<file path="config.mk">
export PLATFORM = sky130hd
export DESIGN_NAME = sha1_message_digest
export DESIGN_NICKNAME = d
export VERILOG_FILES = /design/src/rtl/core/sha1md_pkg.sv /design/src/rtl/core/sha1md_ctrl.sv /design/src/rtl/core/sha1md_datapath.sv /design/src/rtl/core/sha1_message_digest.sv
export SDC_FILE = /design/constraint.sdc
export NUM_CORES = 2
export LEC_CHECK = 0
export BUFFER_PORTS_ARGS = -buffer_cell sky130_fd_sc_hd__buf_4
export CORE_MARGIN = 1.5
export CORE_UTILIZATION = 34
export DETAILED_ROUTE_END_ITERATION = 16
export GPL_TIMING_DRIVEN = 0
export PLACE_DENSITY_LB_ADDON = 0.15
export SYNTH_ARGS = -nofsm -noshare
export SYNTH_HDL_FRONTEND = slang
export SYNTH_SLANG_ARGS = --single-unit
</file>
<file path="constraint.sdc">
create_clock -name clk -period 21.6 [get_ports clk]
set_input_delay 1.08 -clock clk [delete_from_list [all_inputs] [get_ports clk]]
set_output_delay 1.08 -clock clk [all_outputs]
set_load 0.005 [all_outputs]
</file>
<file path="src/rtl/core/sha1md_pkg.sv">
// ---------------------------------------------------------------------------
// sha1md_pkg
// shared types, constants and round functions for the sha-1 digest core
// ---------------------------------------------------------------------------
`default_nettype none

package sha1md_pkg;

    localparam int unsigned WORD_W      = 32;
    localparam int unsigned BLOCK_W     = 512;
    localparam int unsigned COUNT_W     = 61;
    localparam int unsigned FILL_W      = 6;
    localparam int unsigned ROUND_W     = 7;
    localparam int unsigned WIDX_W      = 3;
    localparam int unsigned NUM_CHAIN   = 5;

    localparam logic [FILL_W-1:0]  FILL_BLOCK_LAST = 6'd63;
    localparam logic [FILL_W-1:0]  FILL_LEN_FIRST  = 6'd56;
    localparam logic [ROUND_W-1:0] ROUND_LAST      = 7'd79;
    localparam logic [ROUND_W-1:0] ROUND_P1_FIRST  = 7'd20;
    localparam logic [ROUND_W-1:0] ROUND_P2_FIRST  = 7'd40;
    localparam logic [ROUND_W-1:0] ROUND_P3_FIRST  = 7'd60;
    localparam logic [WIDX_W-1:0]  WIDX_LAST       = 3'd4;

    localparam logic [7:0] PAD_MARK_BYTE = 8'h80;

    localparam logic [WORD_W-1:0] CHAIN_IV [NUM_CHAIN] = '{
        32'h67452301, 32'hEFCDAB89, 32'h98BADCFE, 32'h10325476, 32'hC3D2E1F0
    };

    localparam logic [WORD_W-1:0] K_P0 = 32'h5A827999;
    localparam logic [WORD_W-1:0] K_P1 = 32'h6ED9EBA1;
    localparam logic [WORD_W-1:0] K_P2 = 32'h8F1BBCDC;
    localparam logic [WORD_W-1:0] K_P3 = 32'hCA62C1D6;

    typedef enum logic [1:0] {
        RP_CHOOSE  = 2'd0,
        RP_PARITY1 = 2'd1,
        RP_MAJ     = 2'd2,
        RP_PARITY2 = 2'd3
    } round_phase_t;

    typedef enum logic [1:0] {
        PAD_MARK = 2'd0,
        PAD_ZERO = 2'd1,
        PAD_LEN  = 2'd2
    } pad_sel_t;

    typedef enum logic [3:0] {
        ST_IDLE     = 4'd0,
        ST_PAD_MARK = 4'd1,
        ST_PAD_ZERO = 4'd2,
        ST_PAD_LEN  = 4'd3,
        ST_LOAD     = 4'd4,
        ST_ROUND    = 4'd5,
        ST_FINISH   = 4'd6,
        ST_EMIT     = 4'd7
    } ctrl_state_t;

    // where to go once a block has been compressed
    typedef enum logic [1:0] {
        PH_MSG   = 2'd0,
        PH_MARK  = 2'd1,
        PH_PAD   = 2'd2,
        PH_FINAL = 2'd3
    } phase_t;

    typedef struct packed {
        logic               load_byte;
        logic               pad_byte;
        pad_sel_t           pad_sel;
        logic               start;
        logic               round;
        round_phase_t       rphase;
        logic               finish;
        logic               emit;
        logic [WIDX_W-1:0]  emit_index;
        logic               init;
    } dp_cmd_t;

    typedef struct packed {
        logic [FILL_W-1:0] fill;
        logic              out_free;
    } dp_status_t;

    function automatic logic [WORD_W-1:0] round_f(input round_phase_t rp,
                                                  input logic [WORD_W-1:0] b,
                                                  input logic [WORD_W-1:0] c,
                                                  input logic [WORD_W-1:0] d);
        logic [WORD_W-1:0] f;
        unique case (rp)
            RP_CHOOSE: f = (b & c) | (~b & d);
            RP_MAJ:    f = (b & c) | (b & d) | (c & d);
            default:   f = b ^ c ^ d;
        endcase
        return f;
    endfunction

    function automatic logic [WORD_W-1:0] round_k(input round_phase_t rp);
        logic [WORD_W-1:0] k;
        unique case (rp)
            RP_CHOOSE:  k = K_P0;
            RP_PARITY1: k = K_P1;
            RP_MAJ:     k = K_P2;
            default:    k = K_P3;
        endcase
        return k;
    endfunction

endpackage

`default_nettype wire

</file>
<file path="src/rtl/core/sha1md_ctrl.sv">
// ---------------------------------------------------------------------------
// sha1md_ctrl
// sequencer: byte intake, padding, 80-round compression and digest output
// ---------------------------------------------------------------------------
`default_nettype none

module sha1md_ctrl
(
    input  wire                   clk,
    input  wire                   rst_n,
    input  wire                   in_valid,
    input  wire                   byte_present,
    input  wire                   end_of_message,
    output logic                  in_ready,
    input  sha1md_pkg::dp_status_t status,
    output sha1md_pkg::dp_cmd_t   cmd
);

    sha1md_pkg::ctrl_state_t state_reg, state_next;
    sha1md_pkg::phase_t      phase_reg, phase_next;
    logic [sha1md_pkg::ROUND_W-1:0] round_reg, round_next;
    logic [sha1md_pkg::WIDX_W-1:0]  word_reg, word_next;

    logic block_full;
    logic accept;

    assign block_full = (status.fill == sha1md_pkg::FILL_BLOCK_LAST);
    assign accept     = in_valid && (state_reg == sha1md_pkg::ST_IDLE);

    always_ff @(posedge clk or negedge rst_n)
    begin
        if (!rst_n)
        begin
            state_reg <= sha1md_pkg::ST_IDLE;
            phase_reg <= sha1md_pkg::PH_MSG;
            round_reg <= '0;
            word_reg  <= '0;
        end
        else
        begin
            state_reg <= state_next;
            phase_reg <= phase_next;
            round_reg <= round_next;
            word_reg  <= word_next;
        end
    end

    // next state
    always_comb
    begin
        state_next = state_reg;
        phase_next = phase_reg;
        round_next = round_reg;
        word_next  = word_reg;
        unique case (state_reg)
            sha1md_pkg::ST_IDLE:
            begin
                if (accept)
                begin
                    if (byte_present && block_full)
                    begin
                        state_next = sha1md_pkg::ST_LOAD;
                        phase_next = end_of_message ? sha1md_pkg::PH_MARK
                                                    : sha1md_pkg::PH_MSG;
                    end
                    else if (end_of_message)
                    begin
                        state_next = sha1md_pkg::ST_PAD_MARK;
                    end
                end
            end
            sha1md_pkg::ST_PAD_MARK:
            begin
                if (block_full)
                begin
                    state_next = sha1md_pkg::ST_LOAD;
                    phase_next = sha1md_pkg::PH_PAD;
                end
                else
                begin
                    state_next = sha1md_pkg::ST_PAD_ZERO;
                end
            end
            sha1md_pkg::ST_PAD_ZERO:
            begin
                if (status.fill == sha1md_pkg::FILL_LEN_FIRST)
                begin
                    state_next = sha1md_pkg::ST_PAD_LEN;
                end
                else if (block_full)
                begin
                    state_next = sha1md_pkg::ST_LOAD;
                    phase_next = sha1md_pkg::PH_PAD;
                end
            end
            sha1md_pkg::ST_PAD_LEN:
            begin
                if (block_full)
                begin
                    state_next = sha1md_pkg::ST_LOAD;
                    phase_next = sha1md_pkg::PH_FINAL;
                end
            end
            sha1md_pkg::ST_LOAD:
            begin
                round_next = '0;
                state_next = sha1md_pkg::ST_ROUND;
            end
            sha1md_pkg::ST_ROUND:
            begin
                round_next = round_reg + 1'b1;
                if (round_reg == sha1md_pkg::ROUND_LAST)
                begin
                    state_next = sha1md_pkg::ST_FINISH;
                end
            end
            sha1md_pkg::ST_FINISH:
            begin
                unique case (phase_reg)
                    sha1md_pkg::PH_MARK:  state_next = sha1md_pkg::ST_PAD_MARK;
                    sha1md_pkg::PH_PAD:   state_next = sha1md_pkg::ST_PAD_ZERO;
                    sha1md_pkg::PH_FINAL: state_next = sha1md_pkg::ST_EMIT;
                    default:              state_next = sha1md_pkg::ST_IDLE;
                endcase
                word_next = '0;
            end
            sha1md_pkg::ST_EMIT:
            begin
                if (status.out_free)
                begin
                    if (word_reg == sha1md_pkg::WIDX_LAST)
                    begin
                        word_next  = '0;
                        phase_next = sha1md_pkg::PH_MSG;
                        state_next = sha1md_pkg::ST_IDLE;
                    end
                    else
                    begin
                        word_next = word_reg + 1'b1;
                    end
                end
            end
            default:
            begin
                state_next = sha1md_pkg::ST_IDLE;
                phase_next = sha1md_pkg::PH_MSG;
            end
        endcase
    end

    // commands
    always_comb
    begin
        in_ready       = 1'b0;
        cmd            = '0;
        cmd.pad_sel    = sha1md_pkg::PAD_ZERO;
        cmd.rphase     = sha1md_pkg::RP_CHOOSE;
        cmd.emit_index = word_reg;
        priority if (round_reg < sha1md_pkg::ROUND_P1_FIRST)
            cmd.rphase = sha1md_pkg::RP_CHOOSE;
        else if (round_reg < sha1md_pkg::ROUND_P2_FIRST)
            cmd.rphase = sha1md_pkg::RP_PARITY1;
        else if (round_reg < sha1md_pkg::ROUND_P3_FIRST)
            cmd.rphase = sha1md_pkg::RP_MAJ;
        else
            cmd.rphase = sha1md_pkg::RP_PARITY2;

        unique case (state_reg)
            sha1md_pkg::ST_IDLE:
            begin
                in_ready      = 1'b1;
                cmd.load_byte = accept && byte_present;
            end
            sha1md_pkg::ST_PAD_MARK:
            begin
                cmd.pad_byte = 1'b1;
                cmd.pad_sel  = sha1md_pkg::PAD_MARK;
            end
            sha1md_pkg::ST_PAD_ZERO:
            begin
                cmd.pad_byte = (status.fill != sha1md_pkg::FILL_LEN_FIRST);
                cmd.pad_sel  = sha1md_pkg::PAD_ZERO;
            end
            sha1md_pkg::ST_PAD_LEN:
            begin
                cmd.pad_byte = 1'b1;
                cmd.pad_sel  = sha1md_pkg::PAD_LEN;
            end
            sha1md_pkg::ST_LOAD:   cmd.start  = 1'b1;
            sha1md_pkg::ST_ROUND:  cmd.round  = 1'b1;
            sha1md_pkg::ST_FINISH: cmd.finish = 1'b1;
            sha1md_pkg::ST_EMIT:
            begin
                cmd.emit = status.out_free;
                cmd.init = status.out_free && (word_reg == sha1md_pkg::WIDX_LAST);
            end
            default:
            begin
                in_ready = 1'b0;
            end
        endcase
    end

endmodule

`default_nettype wire

</file>
<file path="src/rtl/core/sha1md_datapath.sv">
// ---------------------------------------------------------------------------
// sha1md_datapath
// block shift register, rolling schedule, round unit, chaining words, output
// ---------------------------------------------------------------------------
`default_nettype none

module sha1md_datapath
(
    input  wire                                   clk,
    input  wire                                   rst_n,
    input  wire  [7:0]                            data_byte,
    input  sha1md_pkg::dp_cmd_t                   cmd,
    output sha1md_pkg::dp_status_t                status,
    output logic                                  out_valid,
    input  wire                                   out_ready,
    output logic [sha1md_pkg::WORD_W-1:0]         out_word,
    output logic [sha1md_pkg::WIDX_W-1:0]         out_index,
    output logic                                  out_last
);

    localparam int unsigned W  = sha1md_pkg::WORD_W;
    localparam int unsigned BW = sha1md_pkg::BLOCK_W;

    logic [BW-1:0] block_reg, block_next;
    logic [sha1md_pkg::FILL_W-1:0]  fill_reg, fill_next;
    logic [sha1md_pkg::COUNT_W-1:0] count_reg, count_next;
    logic [W-1:0] h_reg [sha1md_pkg::NUM_CHAIN];
    logic [W-1:0] h_next [sha1md_pkg::NUM_CHAIN];
    logic [W-1:0] a_reg, b_reg, c_reg, d_reg, e_reg;
    logic [W-1:0] a_next, b_next, c_next, d_next, e_next;
    logic         out_valid_reg, out_valid_next;
    logic [W-1:0] out_word_reg;
    logic [sha1md_pkg::WIDX_W-1:0] out_index_reg;
    logic         out_last_reg;

    logic [63:0]  bit_len;
    logic [5:0]   len_base;
    logic [7:0]   len_byte;
    logic [7:0]   shift_byte;
    logic [W-1:0] w_cur, w_mix, w_new, a_rot, temp;

    // the block holds W[t] .. W[t+15] during the rounds, W[t] at the top
    assign w_cur = block_reg[BW-1 -: W];
    assign w_mix = block_reg[BW-1-13*W -: W] ^ block_reg[BW-1-8*W -: W]
                 ^ block_reg[BW-1-2*W -: W] ^ w_cur;
    assign w_new = {w_mix[W-2:0], w_mix[W-1]};
    assign a_rot = {a_reg[W-6:0], a_reg[W-1 -: 5]};
    assign temp  = a_rot + sha1md_pkg::round_f(cmd.rphase, b_reg, c_reg, d_reg)
                 + e_reg + sha1md_pkg::round_k(cmd.rphase) + w_cur;

    // length bytes go out most significant first
    assign bit_len  = {count_reg, 3'b000};
    assign len_base = {3'd7 - fill_reg[2:0], 3'b000};
    assign len_byte = bit_len[len_base +: 8];

    always_comb
    begin
        unique case (cmd.pad_sel)
            sha1md_pkg::PAD_MARK: shift_byte = sha1md_pkg::PAD_MARK_BYTE;
            sha1md_pkg::PAD_LEN:  shift_byte = len_byte;
            default:              shift_byte = 8'h00;
        endcase
        if (cmd.load_byte)
            shift_byte = data_byte;
    end

    always_comb
    begin
        block_next = block_reg;
        fill_next  = fill_reg;
        count_next = count_reg;
        a_next = a_reg;
        b_next = b_reg;
        c_next = c_reg;
        d_next = d_reg;
        e_next = e_reg;
        h_next = h_reg;
        if (cmd.load_byte || cmd.pad_byte)
        begin
            block_next = {block_reg[BW-9:0], shift_byte};
            fill_next  = fill_reg + 1'b1;
        end
        if (cmd.load_byte)
            count_next = count_reg + 1'b1;
        if (cmd.start)
        begin
            a_next = h_reg[0];
            b_next = h_reg[1];
            c_next = h_reg[2];
            d_next = h_reg[3];
            e_next = h_reg[4];
        end
        if (cmd.round)
        begin
            block_next = {block_reg[BW-W-1:0], w_new};
            a_next = temp;
            b_next = a_reg;
            c_next = {b_reg[1:0], b_reg[W-1:2]};
            d_next = c_reg;
            e_next = d_reg;
        end
        if (cmd.finish)
        begin
            h_next[0] = h_reg[0] + a_reg;
            h_next[1] = h_reg[1] + b_reg;
            h_next[2] = h_reg[2] + c_reg;
            h_next[3] = h_reg[3] + d_reg;
            h_next[4] = h_reg[4] + e_reg;
        end
        if (cmd.init)
        begin
            h_next     = sha1md_pkg::CHAIN_IV;
            count_next = '0;
        end
    end

    assign out_valid_next = cmd.emit ? 1'b1 : (out_ready ? 1'b0 : out_valid_reg);

    always_ff @(posedge clk or negedge rst_n)
    begin
        if (!rst_n)
        begin
            fill_reg      <= '0;
            count_reg     <= '0;
            h_reg         <= sha1md_pkg::CHAIN_IV;
            out_valid_reg <= 1'b0;
        end
        else
        begin
            fill_reg      <= fill_next;
            count_reg     <= count_next;
            h_reg         <= h_next;
            out_valid_reg <= out_valid_next;
        end
    end

    always_ff @(posedge clk)
    begin
        block_reg <= block_next;
        a_reg     <= a_next;
        b_reg     <= b_next;
        c_reg     <= c_next;
        d_reg     <= d_next;
        e_reg     <= e_next;
        if (cmd.emit)
        begin
            out_word_reg  <= h_reg[cmd.emit_index];
            out_index_reg <= cmd.emit_index;
            out_last_reg  <= (cmd.emit_index == sha1md_pkg::WIDX_LAST);
        end
    end

    assign status.fill     = fill_reg;
    assign status.out_free = !out_valid_reg || out_ready;

    assign out_valid = out_valid_reg;
    assign out_word  = out_word_reg;
    assign out_index = out_index_reg;
    assign out_last  = out_last_reg;

endmodule

`default_nettype wire

</file>
<file path="src/rtl/core/sha1_message_digest.sv">
// ---------------------------------------------------------------------------
// sha1_message_digest
// byte-wide sha-1 hashing core with padding and five-word digest output
// ---------------------------------------------------------------------------
// channel  direction  beat contents
// s_*      in         tdata: data_byte, tuser: byte_present, tlast: end_of_message
// m_*      out        tdata: digest_word, tuser: word_index, tlast: last_word
//
// message bytes are taken one per cycle; every 64th byte then holds input off for a compression
// (operand load, 80 rounds on a single round unit, chaining add).
// an end beat pads one byte per cycle up to the block end, with one more block of
// padding and compression when fewer than 9 bytes are left,
// then five digest beats leave through an output register, one per cycle.
// s_tready is high only between messages and blocks; m_tready stalls only the
// digest beats. reset is asynchronous; no clearing pass is needed.
// ---------------------------------------------------------------------------
`default_nettype none

module sha1_message_digest
(
    input  wire         clk,
    input  wire         rst_n,
    input  wire         s_tvalid,
    output logic        s_tready,
    input  wire  [7:0]  s_tdata,   // [7:0] data_byte
    input  wire         s_tuser,   // [0] byte_present
    input  wire         s_tlast,
    output logic        m_tvalid,
    input  wire         m_tready,
    output logic [31:0] m_tdata,   // [31:0] digest_word
    output logic [2:0]  m_tuser,   // [2:0] word_index
    output logic        m_tlast
);

    sha1md_pkg::dp_cmd_t    cmd;
    sha1md_pkg::dp_status_t status;

    sha1md_ctrl u_ctrl
    (
        .clk            (clk),
        .rst_n          (rst_n),
        .in_valid       (s_tvalid),
        .byte_present   (s_tuser),
        .end_of_message (s_tlast),
        .in_ready       (s_tready),
        .status         (status),
        .cmd            (cmd)
    );

    sha1md_datapath u_datapath
    (
        .clk       (clk),
        .rst_n     (rst_n),
        .data_byte (s_tdata),
        .cmd       (cmd),
        .status    (status),
        .out_valid (m_tvalid),
        .out_ready (m_tready),
        .out_word  (m_tdata),
        .out_index (m_tuser),
        .out_last  (m_tlast)
    );

endmodule

`default_nettype wire

</file>
==> results.py <==
metrics = {
    "final_layout": {
        "area_delta_synth_final_pct": 12.9,
        "largest_reg_flops": 512,
        "post-route-util_pct": 38.8,
        "final-instance-count-excl-fill": 8146,
        "drive_gt1_share_pct": 6.58,
        "nNetsFinal": 6246,
    },
    "critical_path": {
        "critical_path_class": "register to register",
        "rr_startpoint": "u_ctrl.round_reg[4]$_DFFE_PN0P_",
        "r2r_slack_ps": 12540,
        "cp.arrival_ps": 9520,
        "start_kind": "register",
        "reg2reg_depth": 27,
        "end_kind": "register",
        "required_ps": 22060,
        "cp_max_fo": 10,
        "reg2reg_to": "u_datapath.a_reg[31]$_DFFE_PP_",
    },
    "power_and_ir_drop": {
        "vdd_drop_max_v": 0.0000685,
        "pwr-share-comb_pct": 10.6,
        "total_power_mw": 4.58,
        "p_int_mw": 3.38,
        "clkPwrFrac_pct": 41.2,
        "switching_share_pct": 26.2,
        "seqPwrFrac_pct": 48.2,
        "p_sw_mw": 1.20,
        "p_leak_nw": 25.5,
        "p_per_area_nw_per_um2": 74.2,
    },
    "timing": {
        "setup_tns_ps": 0,
        "post-route-period-util_pct": 42.0,
        "final_hold_viol_count": 0,
        "min_period_ps": 9060,
        "skew_ps": 21.6,
        "fmax_mhz": 110,
        "hold_slack_ps": 351,
        "slew_headroom_pct": -2.25,
        "setup_viol": 0,
        "slew_viol_final": 11,
        "worstMarginPinSlew_ps": 1530,
        "rsz0062_at_grt": "no",
    },
    "route": {
        "wl_met2_um": 89400,
        "dr.pass1.iters": 6,
        "vias": 41951,
        "drt-met1-wl_um": 80700,
        "drtIter0Drc": 3578,
        "via_per_inst": 5.15,
        "wl_per_cell_um": 22.9,
        "drc": 0,
        "ant_nets": 0,
        "totalWireLength_um": 186000,
        "highest_layer": "met4",
        "wl_met3_um": 8860,
    },
    "clock_tree": {
        "post_cts_resized": 0,
        "cts_tree": "built",
        "clkTransAtPathRegs_ps": 60,
        "hold_buffers": 0,
        "ctsRootBufferMaster": "clkbuf_16",
        "numCtsBuffers": 109,
        "post-cts-setup-buffers": 0,
        "clock_sinks": 952,
        "clk_latency_ps": 740,
        "cts_max_level": 3,
        "cts_buffer_depth": 3,
    },
    "die": {
        "row_count": 146,
        "start_util_pct": 34.4,
        "die_w_um": 404,
        "die_area_um2": 163000,
        "die_height_um": 404,
        "io_pins": 52,
        "coreArea_um2": 159000,
    },
    "yosys": {
        "netlist-cell-type-count": 89,
        "synthesis.area_um2": 54700,
        "synth_top_area_cell": "edfxtp_1",
        "synth_top_cell_area_share_pct": 38.9,
        "synth_warnings": 0,
        "ys_ff_latch": 952,
        "synth_nets": 6071,
        "postSynth.asyncResetShare_pct": 25.6,
        "synth_ff_type": "edfxtp_1",
        "avgSynthCellArea_um2": 9.54,
        "synthTopCellsByCount": "nand2_1 (1990), edfxtp_1 (708), o21ai_0 (308), a21oi_1 (281), clkbuf_1 (235)",
        "yosysSeqAreaShare_pct": 50.2,
        "yosys-top-cells-area": "edfxtp_1 (39%), nand2_1 (14%), dfrtp_1 (7.5%)",
        "synth_edf_count": 708,
        "yosysMostFrequentCell": "nand2_1",
        "syn_inst": 5729,
    },
    "global_route": {
        "grt_max_degree": 100,
        "grt_pass1_vias": 41491,
        "antenna_found_initial": 2,
        "grt_overflow": 0,
        "grt_pass1_wl_um": 274000,
        "grtUsageTotal_pct": 22.6,
    },
    "place": {
        "hpwl_um": 143000,
        "portBuffers": 51,
        "place.gp.congestion": 0.917,
        "place_inst": 7939,
    },
    "flow_run": {
        "cap_violations": 1,
    },
    "min_path": {
        "hold_path.class": "input port to async pin",
    },
    "outcome": {
        "status": "finished with violations",
        "violations": "max-capacitance violations, max-slew violations",
    },
}
## worst max-delay path, cell delays in order, from the launching register on
cell	delay (ps)
dfrtp_1	350
clkbuf_1	220
or2_2	360
a21oi_1	860
inv_1	570
ha_1	640
clkbuf_1	490
a22oi_1	320
a21oi_1	170
fa_1	600
inv_1	60
fa_1	550
fa_1	430
inv_1	70
ha_1	190
inv_1	70
fa_1	400
nor2b_1	130
o21a_1	150
o21ai_1	110
a211oi_1	670
o21ai_1	280
o211ai_1	230
a31oi_1	180
nor2_1	250
a2111oi_0	140
a41oi_1	190
o21ai_1	80
## per-stage QoR
stage	cell area, um2	worst slack, ps
floorplan	54700	5550
global placement	57700	-4600
detailed placement	58100	12610
CTS	61700	12560
global route	61700	12290
finish	61700	12540
## power groups by stage
stage          clock, mW  combinational (mW)  sequential [mW]
2_1_floorplan          0               0.343             2.26
3_3_place_gp           0               0.465             2.34
3_5_place_dp           0               0.482             2.24
4_1_cts             1.93               0.485             2.21
5_1_grt             2.00               0.540             2.22
6_report            1.89               0.483             2.21
## cell type report
type	instances	area (um2)
Antenna cell	1	2.50
Buffer	263	1000
Clock buffer	151	3020
Clock inverter	55	568
Fill cell	15886	97400
Inverter	235	890
Multi-Input combinational cell	4279	25300
Sequential cell	952	27500
Tap cell	2146	2690
Timing Repair Buffer	64	728
## cells in the final DEF, fill, tap and decap left out, drive strengths merged, types with 63 or more instances in the layout
cell    count
edfxtp    708
xor2      122
dfstp      80
clkbuf    387
buf        91
fa        125
o21ai     345
xnor2     186
nor2      221
nor3       63
nand3     100
inv       235
dfrtp     164
ha        203
nand2    1991
mux2i      73
a21o       82
a21oi     281
## per-layer routing
layer	global-route usage (%)	vias to the layer above
met5	0	-
met3	2.78	284
li1	-	19925
met1	29.9	20540
met2	38.0	1202
met4	8.16	0
## worst max-delay path by stage
stage,startpoint,end,cells past startpoint
floorplan,u_ctrl.state_reg[3]$_DFFE_PN0P_,u_datapath.block_reg[0]$_DFFE_PP_,9
global placement,u_ctrl.state_reg[3]$_DFFE_PN0P_,u_datapath.block_reg[338]$_DFFE_PP_,9
detailed placement,u_ctrl.round_reg[4]$_DFFE_PN0P_,u_datapath.a_reg[31]$_DFFE_PP_,27
CTS,u_ctrl.round_reg[4]$_DFFE_PN0P_,u_datapath.a_reg[31]$_DFFE_PP_,27
global route,u_ctrl.round_reg[4]$_DFFE_PN0P_,u_datapath.a_reg[31]$_DFFE_PP_,27
finish,u_ctrl.round_reg[4]$_DFFE_PN0P_,u_datapath.a_reg[31]$_DFFE_PP_,27
## kinds of logic (layout without fill, tap and decap cells)
logic type / Yosys count / in the layout / synth area share (%)
AND/OR/NAND/NOR: 2543 / 2543 / 18.8
AO/OA/AOI/OAI: 978 / 978 / 10.8
flip-flops: 952 / 952 / 50.2
buffers and inverters: 498 / 768 / 3.44
adder cells (fa/ha/maj): 329 / 329 / 9.24
XOR/XNOR: 308 / 308 / 4.93
multiplexers: 120 / 120 / 2.59
other: 1 / 2 / 0.00686
(Power assumes the default switching activity.)
